===== src/rtl/core/mlb_pkg.sv =====
// ----------------------------------------------------------------------------
// mlb_pkg
// Shared types, constants and the signature function of the band bucketer.
// ----------------------------------------------------------------------------
`default_nettype none

package mlb_pkg;

  localparam int FeatureCount = 10;
  localparam int HashCount    = 4;
  localparam int NumBands     = 2;
  localparam int BandLen      = HashCount / NumBands;
  localparam int SigW         = 4;
  localparam int KeyW         = SigW * BandLen;
  localparam int PermW        = 4 * FeatureCount;
  localparam int DocBitsW     = FeatureCount;
  localparam int DocIdW       = 2;
  localparam int SlotOutW     = 2;
  localparam int MembersOutW  = 4;
  localparam int CfgIdxW      = 2;
  localparam int CfgDataW     = 40;

  localparam logic [PermW-1:0] PermReset = 40'hA987654321;

  localparam int BucketSlotsDef = 4;
  localparam int DocCountDef    = 4;

  localparam int QueueDepth = 2;

  typedef enum logic [CfgIdxW-1:0] {
    CfgPerm0 = 2'd0,
    CfgPerm1 = 2'd1,
    CfgPerm2 = 2'd2,
    CfgPerm3 = 2'd3
  } cfg_reg_e;

  typedef logic [SigW-1:0] sig_t;

  typedef struct packed {
    sig_t [HashCount-1:0] sig;
    logic [DocIdW-1:0]    doc_id;
  } item_t;

  typedef struct packed {
    logic [SlotOutW-1:0]    slot;
    logic [MembersOutW-1:0] members;
    logic                   full;
  } band_res_t;

  typedef struct packed {
    sig_t [HashCount-1:0]         sig;
    band_res_t [NumBands-1:0]     band;
  } result_t;

  // First permuted position whose feature is present; 0 if none.
  function automatic sig_t minhash(logic [PermW-1:0] perm, logic [DocBitsW-1:0] doc);
    sig_t        res;
    sig_t        pos;
    logic [15:0] doc_ext;
    res     = '0;
    doc_ext = 16'(doc);
    // scan downward so the lowest entry wins
    for (int i = FeatureCount - 1; i >= 0; i--) begin
      pos = perm[4*i +: 4];
      if (pos != 4'd0 && pos <= 4'(FeatureCount) && doc_ext[pos - 4'd1]) begin
        res = pos;
      end
    end
    return res;
  endfunction

endpackage

`default_nettype wire


===== src/rtl/core/mlb_front.sv =====
// ----------------------------------------------------------------------------
// mlb_front
// Holds the permutation registers, accepts documents and computes their
// signatures, then hands the signature and document number to the queue.
// ----------------------------------------------------------------------------
`default_nettype none

module mlb_front (
  input  wire logic                           clk_i,
  input  wire logic                           rst_ni,
  input  wire logic                           cfg_we_i,
  input  wire logic [mlb_pkg::CfgIdxW-1:0]    cfg_idx_i,
  input  wire logic [mlb_pkg::CfgDataW-1:0]   cfg_data_i,
  input  wire logic                           in_valid_i,
  output      logic                           in_ready_o,
  input  wire logic [mlb_pkg::DocBitsW-1:0]   doc_bits_i,
  input  wire logic [mlb_pkg::DocIdW-1:0]     doc_id_i,
  output      logic                           push_o,
  input  wire logic                           q_full_i,
  output      mlb_pkg::item_t                 item_o
);

  logic [mlb_pkg::PermW-1:0] perm_q [mlb_pkg::HashCount];

  always_ff @(posedge clk_i or negedge rst_ni) begin
    if (!rst_ni) begin
      for (int h = 0; h < mlb_pkg::HashCount; h++) begin
        perm_q[h] <= mlb_pkg::PermReset;
      end
    end else if (cfg_we_i) begin
      unique case (mlb_pkg::cfg_reg_e'(cfg_idx_i))
        mlb_pkg::CfgPerm0: perm_q[0] <= cfg_data_i[mlb_pkg::PermW-1:0];
        mlb_pkg::CfgPerm1: perm_q[1] <= cfg_data_i[mlb_pkg::PermW-1:0];
        mlb_pkg::CfgPerm2: perm_q[2] <= cfg_data_i[mlb_pkg::PermW-1:0];
        mlb_pkg::CfgPerm3: perm_q[3] <= cfg_data_i[mlb_pkg::PermW-1:0];
        default: ;
      endcase
    end
  end

  always_comb begin
    for (int h = 0; h < mlb_pkg::HashCount; h++) begin
      item_o.sig[h] = mlb_pkg::minhash(perm_q[h], doc_bits_i);
    end
    item_o.doc_id = doc_id_i;
  end

  assign in_ready_o = !q_full_i;
  assign push_o     = in_valid_i && !q_full_i;

endmodule

`default_nettype wire


===== src/rtl/core/mlb_queue.sv =====
// ----------------------------------------------------------------------------
// mlb_queue
// Short FIFO between signature front end and bucket back end.
// ----------------------------------------------------------------------------
`default_nettype none

module mlb_queue (
  input  wire logic           clk_i,
  input  wire logic           rst_ni,
  input  wire logic           push_i,
  input  wire mlb_pkg::item_t item_i,
  output      logic           full_o,
  input  wire logic           pop_i,
  output      logic           valid_o,
  output      mlb_pkg::item_t item_o
);

  localparam int Depth = mlb_pkg::QueueDepth;
  localparam int PtrW  = (Depth > 1) ? $clog2(Depth) : 1;
  localparam int CntW  = $clog2(Depth + 1);

  mlb_pkg::item_t  mem_q [Depth];
  logic [PtrW-1:0] wr_ptr_q, wr_ptr_d;
  logic [PtrW-1:0] rd_ptr_q, rd_ptr_d;
  logic [CntW-1:0] cnt_q, cnt_d;
  logic            do_push, do_pop;

  assign full_o  = (cnt_q == CntW'(Depth));
  assign valid_o = (cnt_q != '0);
  assign item_o  = mem_q[rd_ptr_q];
  assign do_push = push_i && !full_o;
  assign do_pop  = pop_i && valid_o;

  always_comb begin
    wr_ptr_d = wr_ptr_q;
    rd_ptr_d = rd_ptr_q;
    cnt_d    = cnt_q;
    if (do_push) begin
      wr_ptr_d = (wr_ptr_q == PtrW'(Depth - 1)) ? '0 : wr_ptr_q + 1'b1;
    end
    if (do_pop) begin
      rd_ptr_d = (rd_ptr_q == PtrW'(Depth - 1)) ? '0 : rd_ptr_q + 1'b1;
    end
    if (do_push && !do_pop) begin
      cnt_d = cnt_q + 1'b1;
    end else if (do_pop && !do_push) begin
      cnt_d = cnt_q - 1'b1;
    end
  end

  always_ff @(posedge clk_i or negedge rst_ni) begin
    if (!rst_ni) begin
      wr_ptr_q <= '0;
      rd_ptr_q <= '0;
      cnt_q    <= '0;
    end else begin
      wr_ptr_q <= wr_ptr_d;
      rd_ptr_q <= rd_ptr_d;
      cnt_q    <= cnt_d;
    end
  end

  always_ff @(posedge clk_i) begin
    if (do_push) begin
      mem_q[wr_ptr_q] <= item_i;
    end
  end

endmodule

`default_nettype wire


===== src/rtl/core/mlb_back.sv =====
// ----------------------------------------------------------------------------
// mlb_back
// Bucket tables of both bands: looks up each band key, updates the matched
// or claimed slot and registers the result for the output channel.
// ----------------------------------------------------------------------------
`default_nettype none

module mlb_back #(
  parameter int BucketSlots = mlb_pkg::BucketSlotsDef,
  parameter int DocCount    = mlb_pkg::DocCountDef
) (
  input  wire logic             clk_i,
  input  wire logic             rst_ni,
  input  wire logic             q_valid_i,
  input  wire mlb_pkg::item_t   item_i,
  output      logic             pop_o,
  output      logic             out_valid_o,
  input  wire logic             out_ready_i,
  output      mlb_pkg::result_t out_o
);

  localparam int SlotW = $clog2(BucketSlots);

  logic                 out_valid_q, out_valid_d;
  mlb_pkg::result_t     out_q;
  mlb_pkg::band_res_t   band_res [mlb_pkg::NumBands];
  logic [DocCount-1:0]  bit_vec;

  assign pop_o       = q_valid_i && (!out_valid_q || out_ready_i);
  assign out_valid_d = pop_o || (out_valid_q && !out_ready_i);
  assign bit_vec     = (32'(item_i.doc_id) < DocCount) ?
                       (DocCount'(1) << item_i.doc_id) : '0;

  for (genvar b = 0; b < mlb_pkg::NumBands; b++) begin : g_band
    logic [mlb_pkg::KeyW-1:0] key_q [BucketSlots];
    logic [DocCount-1:0]      mask_q [BucketSlots];
    logic [BucketSlots-1:0]   used_q;
    logic [mlb_pkg::KeyW-1:0] key;
    logic                     hit_found, free_found, full, claim;
    logic [SlotW-1:0]         hit_idx, free_idx, sel_idx;
    logic [DocCount-1:0]      new_mask;

    always_comb begin
      for (int j = 0; j < mlb_pkg::BandLen; j++) begin
        key[j*mlb_pkg::SigW +: mlb_pkg::SigW] = item_i.sig[b*mlb_pkg::BandLen + j];
      end
    end

    // lowest matching used slot, else lowest free slot
    always_comb begin
      hit_found  = 1'b0;
      free_found = 1'b0;
      hit_idx    = '0;
      free_idx   = '0;
      for (int i = BucketSlots - 1; i >= 0; i--) begin
        if (used_q[i] && key_q[i] == key) begin
          hit_found = 1'b1;
          hit_idx   = SlotW'(i);
        end
        if (!used_q[i]) begin
          free_found = 1'b1;
          free_idx   = SlotW'(i);
        end
      end
      sel_idx  = hit_found ? hit_idx : free_idx;
      claim    = !hit_found && free_found;
      full     = !hit_found && !free_found;
      new_mask = (hit_found ? mask_q[sel_idx] : '0) | bit_vec;
    end

    always_comb begin
      band_res[b].full    = full;
      band_res[b].slot    = full ? '0 : mlb_pkg::SlotOutW'(sel_idx);
      band_res[b].members = full ? '0 : mlb_pkg::MembersOutW'(new_mask);
    end

    always_ff @(posedge clk_i or negedge rst_ni) begin
      if (!rst_ni) begin
        used_q <= '0;
        for (int i = 0; i < BucketSlots; i++) begin
          mask_q[i] <= '0;
        end
      end else if (pop_o && !full) begin
        mask_q[sel_idx] <= new_mask;
        if (claim) begin
          used_q[sel_idx] <= 1'b1;
        end
      end
    end

    always_ff @(posedge clk_i) begin
      if (pop_o && claim) begin
        key_q[sel_idx] <= key;
      end
    end
  end

  always_ff @(posedge clk_i or negedge rst_ni) begin
    if (!rst_ni) begin
      out_valid_q <= 1'b0;
    end else begin
      out_valid_q <= out_valid_d;
    end
  end

  // hold the result until the transfer completes
  always_ff @(posedge clk_i) begin
    if (pop_o) begin
      out_q.sig <= item_i.sig;
      for (int b = 0; b < mlb_pkg::NumBands; b++) begin
        out_q.band[b] <= band_res[b];
      end
    end
  end

  assign out_valid_o = out_valid_q;
  assign out_o       = out_q;

endmodule

`default_nettype wire


===== src/rtl/core/minhash_lsh_band_bucketer.sv =====
// ----------------------------------------------------------------------------
// minhash_lsh_band_bucketer
// MinHash signatures under four permutations, banded into two bucket tables.
//
//   channel   signals                             direction
//   in        in_valid_i/in_ready_o, doc fields   upstream -> block
//   out       out_valid_o/out_ready_i, results    block -> downstream
//   cfg       cfg_we_i, cfg_idx_i, cfg_data_i     write only, no wait
//
// The signature is computed on entry and queued; the bucket update and
// result register follow when the entry is popped. One document per cycle
// is sustained while the output is not stalled; each pop reads, modifies
// and writes back the bucket tables. Reset empties the tables and loads the
// identity permutations; no clearing pass is needed. A stalled output fills
// the result register and the two-entry queue (three documents) before the
// input stalls; input resumes the cycle after a pop.
// ----------------------------------------------------------------------------
`default_nettype none

module minhash_lsh_band_bucketer #(
  parameter int BucketSlots = mlb_pkg::BucketSlotsDef,
  parameter int DocCount    = mlb_pkg::DocCountDef
) (
  input  wire logic                              clk_i,
  input  wire logic                              rst_ni,
  input  wire logic                              cfg_we_i,
  input  wire logic [mlb_pkg::CfgIdxW-1:0]       cfg_idx_i,
  input  wire logic [mlb_pkg::CfgDataW-1:0]      cfg_data_i,
  input  wire logic                              in_valid_i,
  output      logic                              in_ready_o,
  input  wire logic [mlb_pkg::DocBitsW-1:0]      doc_bits_i,
  input  wire logic [mlb_pkg::DocIdW-1:0]        doc_id_i,
  output      logic                              out_valid_o,
  input  wire logic                              out_ready_i,
  output      logic [mlb_pkg::SigW-1:0]          sig_0_o,
  output      logic [mlb_pkg::SigW-1:0]          sig_1_o,
  output      logic [mlb_pkg::SigW-1:0]          sig_2_o,
  output      logic [mlb_pkg::SigW-1:0]          sig_3_o,
  output      logic [mlb_pkg::SlotOutW-1:0]      band0_slot_o,
  output      logic [mlb_pkg::MembersOutW-1:0]   band0_members_o,
  output      logic                              band0_full_o,
  output      logic [mlb_pkg::SlotOutW-1:0]      band1_slot_o,
  output      logic [mlb_pkg::MembersOutW-1:0]   band1_members_o,
  output      logic                              band1_full_o
);

  logic             push, q_full, q_valid, pop;
  mlb_pkg::item_t   front_item, q_item;
  mlb_pkg::result_t res;

  mlb_front u_front (
    .clk_i      (clk_i),
    .rst_ni     (rst_ni),
    .cfg_we_i   (cfg_we_i),
    .cfg_idx_i  (cfg_idx_i),
    .cfg_data_i (cfg_data_i),
    .in_valid_i (in_valid_i),
    .in_ready_o (in_ready_o),
    .doc_bits_i (doc_bits_i),
    .doc_id_i   (doc_id_i),
    .push_o     (push),
    .q_full_i   (q_full),
    .item_o     (front_item)
  );

  mlb_queue u_queue (
    .clk_i   (clk_i),
    .rst_ni  (rst_ni),
    .push_i  (push),
    .item_i  (front_item),
    .full_o  (q_full),
    .pop_i   (pop),
    .valid_o (q_valid),
    .item_o  (q_item)
  );

  mlb_back #(
    .BucketSlots (BucketSlots),
    .DocCount    (DocCount)
  ) u_back (
    .clk_i       (clk_i),
    .rst_ni      (rst_ni),
    .q_valid_i   (q_valid),
    .item_i      (q_item),
    .pop_o       (pop),
    .out_valid_o (out_valid_o),
    .out_ready_i (out_ready_i),
    .out_o       (res)
  );

  assign sig_0_o         = res.sig[0];
  assign sig_1_o         = res.sig[1];
  assign sig_2_o         = res.sig[2];
  assign sig_3_o         = res.sig[3];
  assign band0_slot_o    = res.band[0].slot;
  assign band0_members_o = res.band[0].members;
  assign band0_full_o    = res.band[0].full;
  assign band1_slot_o    = res.band[1].slot;
  assign band1_members_o = res.band[1].members;
  assign band1_full_o    = res.band[1].full;

endmodule

`default_nettype wire


===== config.mk =====
export PLATFORM = sky130hd
export DESIGN_NAME = minhash_lsh_band_bucketer
export DESIGN_NICKNAME = d
export VERILOG_FILES = /design/src/rtl/core/mlb_pkg.sv /design/src/rtl/core/mlb_front.sv /design/src/rtl/core/mlb_queue.sv /design/src/rtl/core/mlb_back.sv /design/src/rtl/core/minhash_lsh_band_bucketer.sv
export SDC_FILE = /design/constraint.sdc
export NUM_CORES = 1
export LEC_CHECK = 0
export ABC_AREA = 1
export ABC_CLOCK_PERIOD_IN_PS = 6900
export BUFFER_PORTS_ARGS = -buffer_cell sky130_fd_sc_hd__buf_2
export CORE_MARGIN = 3
export CORE_UTILIZATION = 65
export DETAILED_ROUTE_END_ITERATION = 6
export PLACE_DENSITY = 0.8
export SLEW_MARGIN = 5
export SYNTH_ARGS = -nofsm -noshare
export SYNTH_HDL_FRONTEND = slang
export SYNTH_HIERARCHICAL = 1
export SYNTH_SLANG_ARGS = --single-unit

===== constraint.sdc =====
create_clock -name clk_i -period 6.9 [get_ports clk_i]
set_input_delay 1.035 -clock clk_i [delete_from_list [all_inputs] [get_ports clk_i]]
set_output_delay 1.035 -clock clk_i [all_outputs]
set_load 0.01 [all_outputs]

; Yosys cells after proc, flatten, opt, wreduce, memory -nomap -nowiden
; Memory sizes are Yosys's and may differ from the RTL's.
; Index checks and enable logic that the tools add are counted.
[classes]
n_addsub = 44
n_mul = 0
n_div = 0
magnitude_cmp = 88
n_eq_ne = 12
shifts = 1
mux = 182
bitwise = 6
n_reduce_logical = 169
[ops]
columns = cell, n
row1 = $lt 4x5->1 const B, 40
row2 = $mux 4, 48
row3 = $bmux 1 s4, 40
row4 = $le 4x4->1 const B, 40
row5 = $reduce_bool 4->1, 40
row6 = $sub 4x1->4 const B, 40
row7 = $logic_and 1x1->1, 107
row8 = $mux 1, 66
row9 = $eq 8x8->1, 8
row10 = $mux 2, 20
row11 = $bwmux 16, 2
row12 = $bmux 4 s2, 2
row13 = $demux 4 s2, 2
row14 = $or 4x4->4, 4
row15 = $reduce_and 2->1, 6
row16 = $logic_not 1->1, 11
row17 = $eq 2x2->1 const B, 3
row18 = $ge 3x3->1 const B, 2
row19 = $lt 2x3->1 const B, 2
row20 = $lt 3x1->1 const B, 2
row21 = $not 2->3, 2
row22 = $demux 1 s2, 2
row23 = $ge 2x1->1 const B, 2
row24 = $reduce_bool 2->1, 2
row25 = other kinds (7), 9
[totals]
ff_bits = 235
latchBits = 0
mem_bits_rw = 100
mem_bits_ro = 0
in_bits = 59
out_inout_bits = 32
wordCells = 533
mem_count = 3
[memory_table]
columns = memory, depth, width, rd, rd_ports_with_merged_regs, write_ports, line
row1 = u_queue.mem_q, 2, 18, 1, 0, 1, mlb_queue.sv:22  ; mlb_pkg::item_t mem_q [Depth];
row2 = u_back.g_band[0].key_q, 4, 8, 4, 0, 1, mlb_back.sv:35  ; logic [mlb_pkg::KeyW-1:0] key_q [BucketSlots];
row3 = u_back.g_band[1].key_q, 4, 8, 4, 0, 1, mlb_back.sv:35

; Longest topological paths before layout
; Gate-level depths: netlist (run 1).
; An unclocked memory read counts as a cell.
[logic_depth]
ltp_word = 15
ltp_mapped = 24
depth_no_buf = 22

; Modules after synthesis
; Netlist (run 1), hierarchy kept.
[modules_own_cells]
columns = mod, n_inst, cells_each, area_each_um2, seq_area_each_um2
row1 = mlb_front, 1, 2275, 15239.6, 4088.9
row2 = mlb_back, 1, 710, 6407.4, 3848.7
row3 = mlb_queue, 1, 125, 1552.7, 1181.1

; Worst setup path before layout (run 1)
; No wires, ideal clock.
[synth_timing]
kind = input to register
startpoint = in out_ready_i
endpoint = mem u_back/g_band[1].key_q[3][0] (netlist name) (enable)
setup_time_ns = 0.385
t_arrival_ns = 3.727
required_ns = 6.515
slack_ns = 2.788
stages = 4
path_buffers = 0
path_cell_list = nor2_1 nor2_1 nand2_1 nor3_1
[synth_via]
elab_chain_cells = 5
[synth_rtl]
columns = item, line
row1 = start: declaration, minhash_lsh_band_bucketer.sv:34  ; input wire logic out_ready_i,
row2 = $logic_or 1x1->1, mlb_back.sv:29  ; assign pop_o = q_valid_i && (!out_valid_q || out_ready_i);
row3 = $logic_and 1x1->1, mlb_back.sv:29
row4 = net pop, minhash_lsh_band_bucketer.sv:47  ; logic push, q_full, q_valid, pop;
row5 = $logic_and 1x1->1, mlb_back.sv:92  ; if (pop_o && claim) begin
row6 = $mux 1, mlb_back.sv:92
row7 = $mux 1 (implied by the code), mlb_back.sv:93  ; key_q[sel_idx] <= key;
row8 = end: declaration, mlb_back.sv:35
; The timed path passes the listed nets, and every way through them passes these cells.

==> summary.md, run 1 <==
| Metric | Value |
|---|---|
| Dominant cell type by area after synthesis | `edfxtp_1` |
| DP Wirelength | `42.8 mm` |
| Max Buffers Root-to-Sink | `3` |
| Mapped Avg Cell Area | `7.46 sq um` |
| CTS Buf Count | `39` |
| Leak Pwr | `around 0.012 uW` |
| Initial Util | `between 60% and 70%` |
| Post-CTS setup repair buffer count | `0` |
| EDFF count, synth | `130` |
| Critical-path cell list | `inv_2 > nand2_1 > nand2_1 > inv_2 > nand2_1 > o21ai_0 > nor2_1 > nand3_1 > nor2_2 > nor2_4 > nand2_4 > o21ai_4 > nand2_1 > nor2_1` |
| Setup Total Neg Slack | `0 ps` |
| Synth cell types | `63` |
| Synth top area share | `between 10% and 20%` |
| Mapped Area | `between 20000 and 25000 sq um` |
| Asr flop ratio synth | `61.2%` |
| # port buffers | `90` |
| Cts hold-fix bufs | `0` |
| Count leader, synth | `nand2_1` |
| Gr usage total | `32.7%` |
| Register area share after synthesis | `39.3%` |
| DIE AREA | `38000 sq um` |
| Layout fillers | `2762` |
| Warnings, synthesis | `6` |
| Clk slew on worst S/H paths | `~60 ps` |
| Post-DR wirelength/cell | `17.3 um` |
| Synth area leaders | `edfxtp_1 (17%), dfrtp_1 (15%), nand2_1 (14%), o21ai_0 (8.7%), dfstp_2 (7.7%)` |
| CP max FO | `20` |
| # rows | `68` |
| R2R setup slack | `2920 ps` |
| Layout Nets | `3321` |
| Largest net degree at the start of global routing | `93` |
| Max-slew headroom | `35.2%` |
| Vias in the first global route | `around 20000` |
| Clk Tree Root Cell | `clkbuf_16` |
| CP dominant cell by count | `nand2_1` |
| DRT iter0 DRCs | `2203` |
| Power Dens Cells | `378 nW/um^2` |
| Post-cts resize count | `0` |
| Worst path slowest cell | `dfrtp_1` |
| Part of the cycle the worst path needs | `57.6%` |
| Syn Inst Count | `3110` |
| Crit end category | `register` |
| GPL Wtd Cong | `0.973` |
| Vias | `between 20000 and 25000` |
| Layout cells sized above 1 | `about an eighth` |
| Min Tclk post-route | `3980 ps` |
| DRT Pass-1 Iters | `7` |
| Worst IR Drop VDD | `0.323 mV` |
| Worst r2r src | `u_queue/rd_ptr_q` |
| Outcome | `finished with violations` |
| CP arrival | `around 4200 ps` |
| Worst Tran Pin Value | `970 ps` |
| CP endpoint | `u_back/g_band[1].key_q[0][4]` |
| Peak Freq | `approximately 250 MHz` |
| Die width | `195 um` |
| Final routed DRC violation total | `5` |
| N_diodes | `0` |
| Area Growth Syn to Fin | `7.94%` |
| CTS tree | `done` |
| Data required time at the worst endpoint | `7090 ps` |
| Final ANT Viol Nets | `0` |
| Setup violators final | `0` |
| Initial antenna violation count | `0` |
| Fin. max-slew vios | `0` |
| Global-route wire length before repair | `around 100 mm` |
| Gr ovfl total | `0` |
| Length in cells of the worst reg-to-reg path | `14` |
| CTS sink count | `335` |
| Synth Flop Type | `dfrtp_1` |
| Post-synth top cells | `nand2_1 (878), o21ai_0 (405), inv_1 (372)` |
| Syn Nets | `3286` |
| Synth Register Bits | `335` |
| CP peak stage delay | `760 ps` |
| Tightest Hold Check Type | `register to register` |
| Io pins | `91` |
| Worst Clk Skew | `16.8 ps` |
| Worst skew pair latency | `approximately 570 ps` |
| Worst Setup SP | `u_queue/rd_ptr_q` |
| R2R Path End | `u_back/g_band[1].key_q[0][4]` |
| Critical path class | `register to register` |
| Hold Violations, Final | `0` |
| Routed WL | `between 60 and 70 mm` |
| Violated checks | `DRC` |
| # Max-Cap Violations | `0` |
| H-tree depth | `2` |
| CP startpoint kind | `register` |
| Die height | `a little under 200 um` |
| Utilization after layout | `71.8%` |
| DR vias/cell | `around 5.9` |
| RSZ-0062 raised after global routing | `false` |
| Core box area | `between 30000 and 40000 sq um` |
routing by layer:
layer / part of all wire [%] / vias to the layer above / routed length, um / GRT usage, %
li1: - / 10300 / - / -
met1: 40 / 9879 / 25400 / 42.0
met2: 47 / 1010 / 29500 / 54.9
met3: 8.4 / 209 / 5270 / 4.39
met4: 4.5 / 0 / 2850 / 15.4
met5: 0 / - / 0 / 0
per-stage QoR:
step	worst slack, ps	total power, uW	area (sq um)	hold slack (ps)	std cells
6_report	2920	9460	25000	483	3630
5_1_grt	2590	10100	25000	504	3630
4_1_cts	2960	9410	25000	485	3630
3_5_place_dp	2930	7230	23700	468	3559
3_3_place_gp	3000	7070	23700	459	3559
2_1_floorplan	2790	6100	23200	442	3110
how the worst min path moves through the flow:
stage	startpoint	end	slack, ps	depth (start not counted)
floorplan	u_queue/cnt_q[1]	u_queue/cnt_q[1]	440	2
global placement	u_queue/cnt_q[1]	u_queue/cnt_q[1]	460	2
detailed placement	u_back/g_band[0].mask_q[4]	u_back/g_band[0].mask_q[4]	470	2
CTS	u_back/g_band[1].mask_q[10]	u_back/g_band[1].mask_q[10]	490	2
global route	u_back/g_band[0].mask_q[5]	u_back/g_band[0].mask_q[5]	500	2
finish	u_back/g_band[0].mask_q[5]	u_back/g_band[0].mask_q[5]	480	2
power breakdown:
| group | total, uW | internal (uW) | leakage, uW | switching (uW) |
|---|---|---|---|---|
| sequential | 3090 | 2720 | 0.00363 | 378 |
| combinational | 4220 | 1360 | 0.00780 | 2860 |
| clock | 2140 | 1280 | 0.000645 | 860 |
sequential cells by signal, summed over array words and instances (netlist names):
name and cells:
u_queue/wr_ptr_q 1, u_queue/cnt_q 2, u_queue/rd_ptr_q 1, u_back/out_valid_o 1, u_back/g_band.key_q 64, u_queue/mem_q 36, u_back/g_band.used_q 8, u_front/perm_q 160
u_back/out_o 30, u_back/g_band.mask_q 32
logic make-up after synthesis:
kind of cell | count (synthesis) | share of synthesized area, %
AO/OA/AOI/OAI | 752 | 18.3
XOR/XNOR | 85 | 3.21
adder cells (fa/ha/maj) | 117 | 6.31
buffers and inverters | 534 | 9.64
flip-flops | 335 | 39.3
AND/OR/NAND/NOR | 1287 | 23.2
cell usage in the layout (no fill, tap or decap), types with 14 or more instances in the layout:
master	n
buf_2	89
ha_1	117
edfxtp_1	130
nand4_1	15
xor2_1	41
o211ai_1	36
a31oi_1	21
o21ai_0	405
dfrtp_1	137
inv_2	48
nand3_1	163
dfstp_2	68
nor2_2	16
a21oi_1	172
nand2_1	876
xnor2_1	44
clkbuf_16	39
nand2_2	31
inv_1	372
buf_4	14
nor2_1	145
o21ai_1	43
worst max-delay path, delay by kind of cell (launching register included):
| family | cells | cell delay, ps |
|---|---|---|
| AO/OA/AOI/OAI | 2 | 360 |
| buffers and inverters | 2 | 520 |
| AND/OR/NAND/NOR | 10 | 1940 |
| flip-flops | 1 | 760 |
final cells by class:
type	count	area [sq um]	share of cell area, %
multi-input cells	2241	11900	47.4
well taps	455	569	2.27
flip-flops and latches	335	9120	36.4
clock inverters	21	270	1.08
inverters	424	1590	6.37
clock buffers	50	1060	4.22
repair buffers	104	564	2.25
Note: power is estimated with default switching activity, not from simulation.
==> run 2: changes to the inputs <==
Settings changed: ABC_CLOCK_PERIOD_IN_PS 6900 to 3450, CORE_UTILIZATION 65 to 57, PLACE_DENSITY 0.8 to 0.74.
Clock period 6.9 ns to 3.45 ns, I/O delays scaled along.
==> run 2 against run 1 <==
The flow now finishes without violations. Highest routed layer unchanged. Critical path depth rose by 3. Global-route usage down 3.1 points. Cell count increased by 2.9%. Fmax up 26%. Sequential share of layout area down 0.57 points. Setup slack worse by 2600 ps.
==> summary.md, run 2 (synthesis gave the netlist of run 1 again) <==
| Metric | Value |
|---|---|
| Gr ovfl total | `0 (unchanged)` |
| Core box area | `40000 sq um (was 34900 sq um)` |
| Worst Clk Skew | `24.7 ps (was 16.8 ps)` |
| CTS tree | `done (unchanged)` |
| CTS Buf Count | `38 (was 39)` |
| Vias | `21300 (was 21400)` |
| Final routed DRC violation total | `0 (was 5)` |
| Part of the cycle the worst path needs | `91.3% (was 57.6%)` |
| Utilization after layout | `63.6% (was 71.8%)` |
| Final ANT Viol Nets | `0 (unchanged)` |
| Clk Tree Root Cell | `clkbuf_16 (unchanged)` |
| DR vias/cell | `5.71 (was 5.88)` |
| Sw Share | `43.3% (about the same)` |
| Area Growth Syn to Fin | `9.67% (was 7.94%)` |
| Die width | `208 um (was 195 um)` |
| Layout fillers | `3506 (was 2762)` |
| Worst skew pair latency | `580 ps (was 570 ps)` |
| Peak Freq | `317 MHz (was 252 MHz)` |
| Post-DR wirelength/cell | `17.4 um (was 17.3 um)` |
| Critical path class | `register to register (unchanged)` |
| Seq pwr share | `32.6% (was 32.7%)` |
| Clk slew on worst S/H paths | `60 ps (about the same)` |
| Internal power | `10800 uW (was 5360 uW)` |
| Min Tclk post-route | `3150 ps (was 3980 ps)` |
| CP arrival | `3450 ps (was 4160 ps)` |
| Data required time at the worst endpoint | `3750 ps (was 7090 ps)` |
| RSZ-0062 raised after global routing | `false (unchanged)` |
| Initial antenna violation count | `1 (was 0)` |
| Initial Util | `58.0% (was 66.5%)` |
| Setup Total Neg Slack | `0 ps (unchanged)` |
| Tightest Hold Check Type | `input port to async pin (was register to register)` |
| Gate power share | `44.9% (was 44.6%)` |
| Global-route wire length before repair | `105 mm (was 102 mm)` |
| Total Power | `19000 uW (was 9460 uW)` |
| CP max FO | `9 (was 20)` |
| Vias in the first global route | `20300 (was 20500)` |
| Setup violators final | `0 (unchanged)` |
| Routed WL | `65.1 mm (was 62.9 mm)` |
| Commonest non-fill, non-tap cell in the layout | `nand2_1 (unchanged)` |
| Placed Area | `24100 sq um (was 23700 sq um)` |
| Cts hold-fix bufs | `0 (unchanged)` |
| DRT Pass-1 Iters | `7 (unchanged)` |
| Worst Tran Pin Value | `997 ps (was 970 ps)` |
| Final Cell Area | `25400 sq um (was 25000 sq um)` |
| CP startpoint kind | `register (unchanged)` |
| # port buffers | `90 (unchanged)` |
| Worst Slack Setup Final | `299 ps (was 2920 ps)` |
| # Max-Cap Violations | `0 (unchanged)` |
| Fin. max-slew vios | `0 (unchanged)` |
| Largest register FFs | `160 (unchanged)` |
| Crit end category | `register (unchanged)` |
| Layout cells sized above 1 | `13.3% (was 12.3%)` |
| DP Wirelength | `46.2 mm (was 42.8 mm)` |
| Sw power | `8240 uW (was 4100 uW)` |
| DRT iter0 DRCs | `2073 (was 2203)` |
| Max Buffers Root-to-Sink | `3 (unchanged)` |
| Worst IR Drop VDD | `0.496 mV (was 0.323 mV)` |
| GPL Wtd Cong | `0.944 (was 0.973)` |
| Multi-input gate area | `11900 sq um (unchanged)` |
| Biggest regs | `u_front/perm_q x160, u_back/g_band.key_q x64, u_queue/mem_q x36 (unchanged)` |
| H-tree depth | `2 (unchanged)` |
| Outcome | `finished, final reports clean (was finished with violations)` |
| Die height | `208 um (was 195 um)` |
| CTS sink count | `335 (unchanged)` |
| Io pins | `91 (unchanged)` |
| Hold Violations, Final | `0 (unchanged)` |
| Leak Pwr | `0.0123 uW (was 0.0121 uW)` |
| Most frequent cells in the layout | `nand2_1 (876), o21ai_0 (405), inv_1 (372) (unchanged)` |
| Largest net degree at the start of global routing | `107 (was 93)` |
| Clock network power share | `22.6% (was 22.7%)` |
| N_diodes | `0 (unchanged)` |
| Layout Nets | `3357 (was 3321)` |
| Gr usage total | `29.6% (was 32.7%)` |
| Pre-CTS setup slack | `359 ps (was 2930 ps)` |
| Power Dens Cells | `748 nW/um^2 (was 378 nW/um^2)` |
| Max-slew headroom | `33.5% (was 35.2%)` |
| # rows | `73 (was 68)` |
| DIE AREA | `43200 sq um (was 38000 sq um)` |
| Reg with most FFs | `u_front/perm_q (unchanged)` |
| FF+latch area | `9120 sq um (unchanged)` |
==> run 2: timing repair <==
| action | CTS | global route |
|---|---|---|
| setup endpoints to repair | 0 | 1 |
| gates resized for setup | 0 | 0 |
| buffers inserted | 0 | 1 |
==> run 2: power by group through the flow <==
stage	sequential [uW]	combinational (uW)	clock, uW
after floorplan	5990	6200	0
after global placement	6200	8120	0
after detailed placement	6230	8360	0
after CTS	6180	8420	4370
after global routing	6290	9600	4540
final	6200	8550	4290
==> run 2: per-layer routing <==
layer / global-route usage [%] / part of all wire (%) / vias up
li1: - / - / 10300
met5: 0 / 0 / -
met2: 48.3 / 46 / 904
met1: 38.6 / 41 / 9864
met3: 4.04 / 7.8 / 258
met4: 15.3 / 5.2 / 0
==> run 2: area by class of cell <==
type	instances	area share (%)
tap	525	2.58
sequential	335	35.8
inverter	424	6.27
clock inverter	21	0.905
clock buffer	49	4.31
multi-input combinational	2241	46.6
timing repair buffer	141	3.46
==> run 2: metrics by stage <==
| stage | cells | hold slack (ps) |
|---|---|---|
| 2_1_floorplan | 3110 | 222 |
| 3_3_place_gp | 3665 | 456 |
| 3_5_place_dp | 3665 | 461 |
| 4_1_cts | 3735 | 107 |
| 5_1_grt | 3736 | 132 |
| 6_report | 3736 | 62.9 |
==> run 2: worst paths after layout <==
path	cells after the start	to	start	slack (ps)
max	17	u_queue/mem_q[0][8]	u_front/perm_q[112]	300
min reg2reg	2	u_queue/cnt_q[1]	u_queue/cnt_q[1]	470
max reg2reg	17	u_queue/mem_q[0][8]	u_front/perm_q[112]	300
min	1	u_back/g_band[1].used_q[3]	rst_ni	60
min in group clk_i	1	u_queue/mem_q[0][0]	doc_id_i[0]	150
max in group asynchronous	2	u_front/perm_q[106]	rst_ni	2470
==> run 2: critical path: stages, from the launching register on <==
cell	delay, ps
dfstp_2	620
inv_2	110
ha_1	360
o21ai_0	100
nor2_1	100
o21ai_0	80
a21boi_1	280
nand2_2	130
nand2_1	80
o21ai_0	130
o21ai_1	220
nand2_1	70
nand3_1	90
nand3_1	100
nand2_1	110
nand2_1	80
nand2_1	110
nand2_1	90
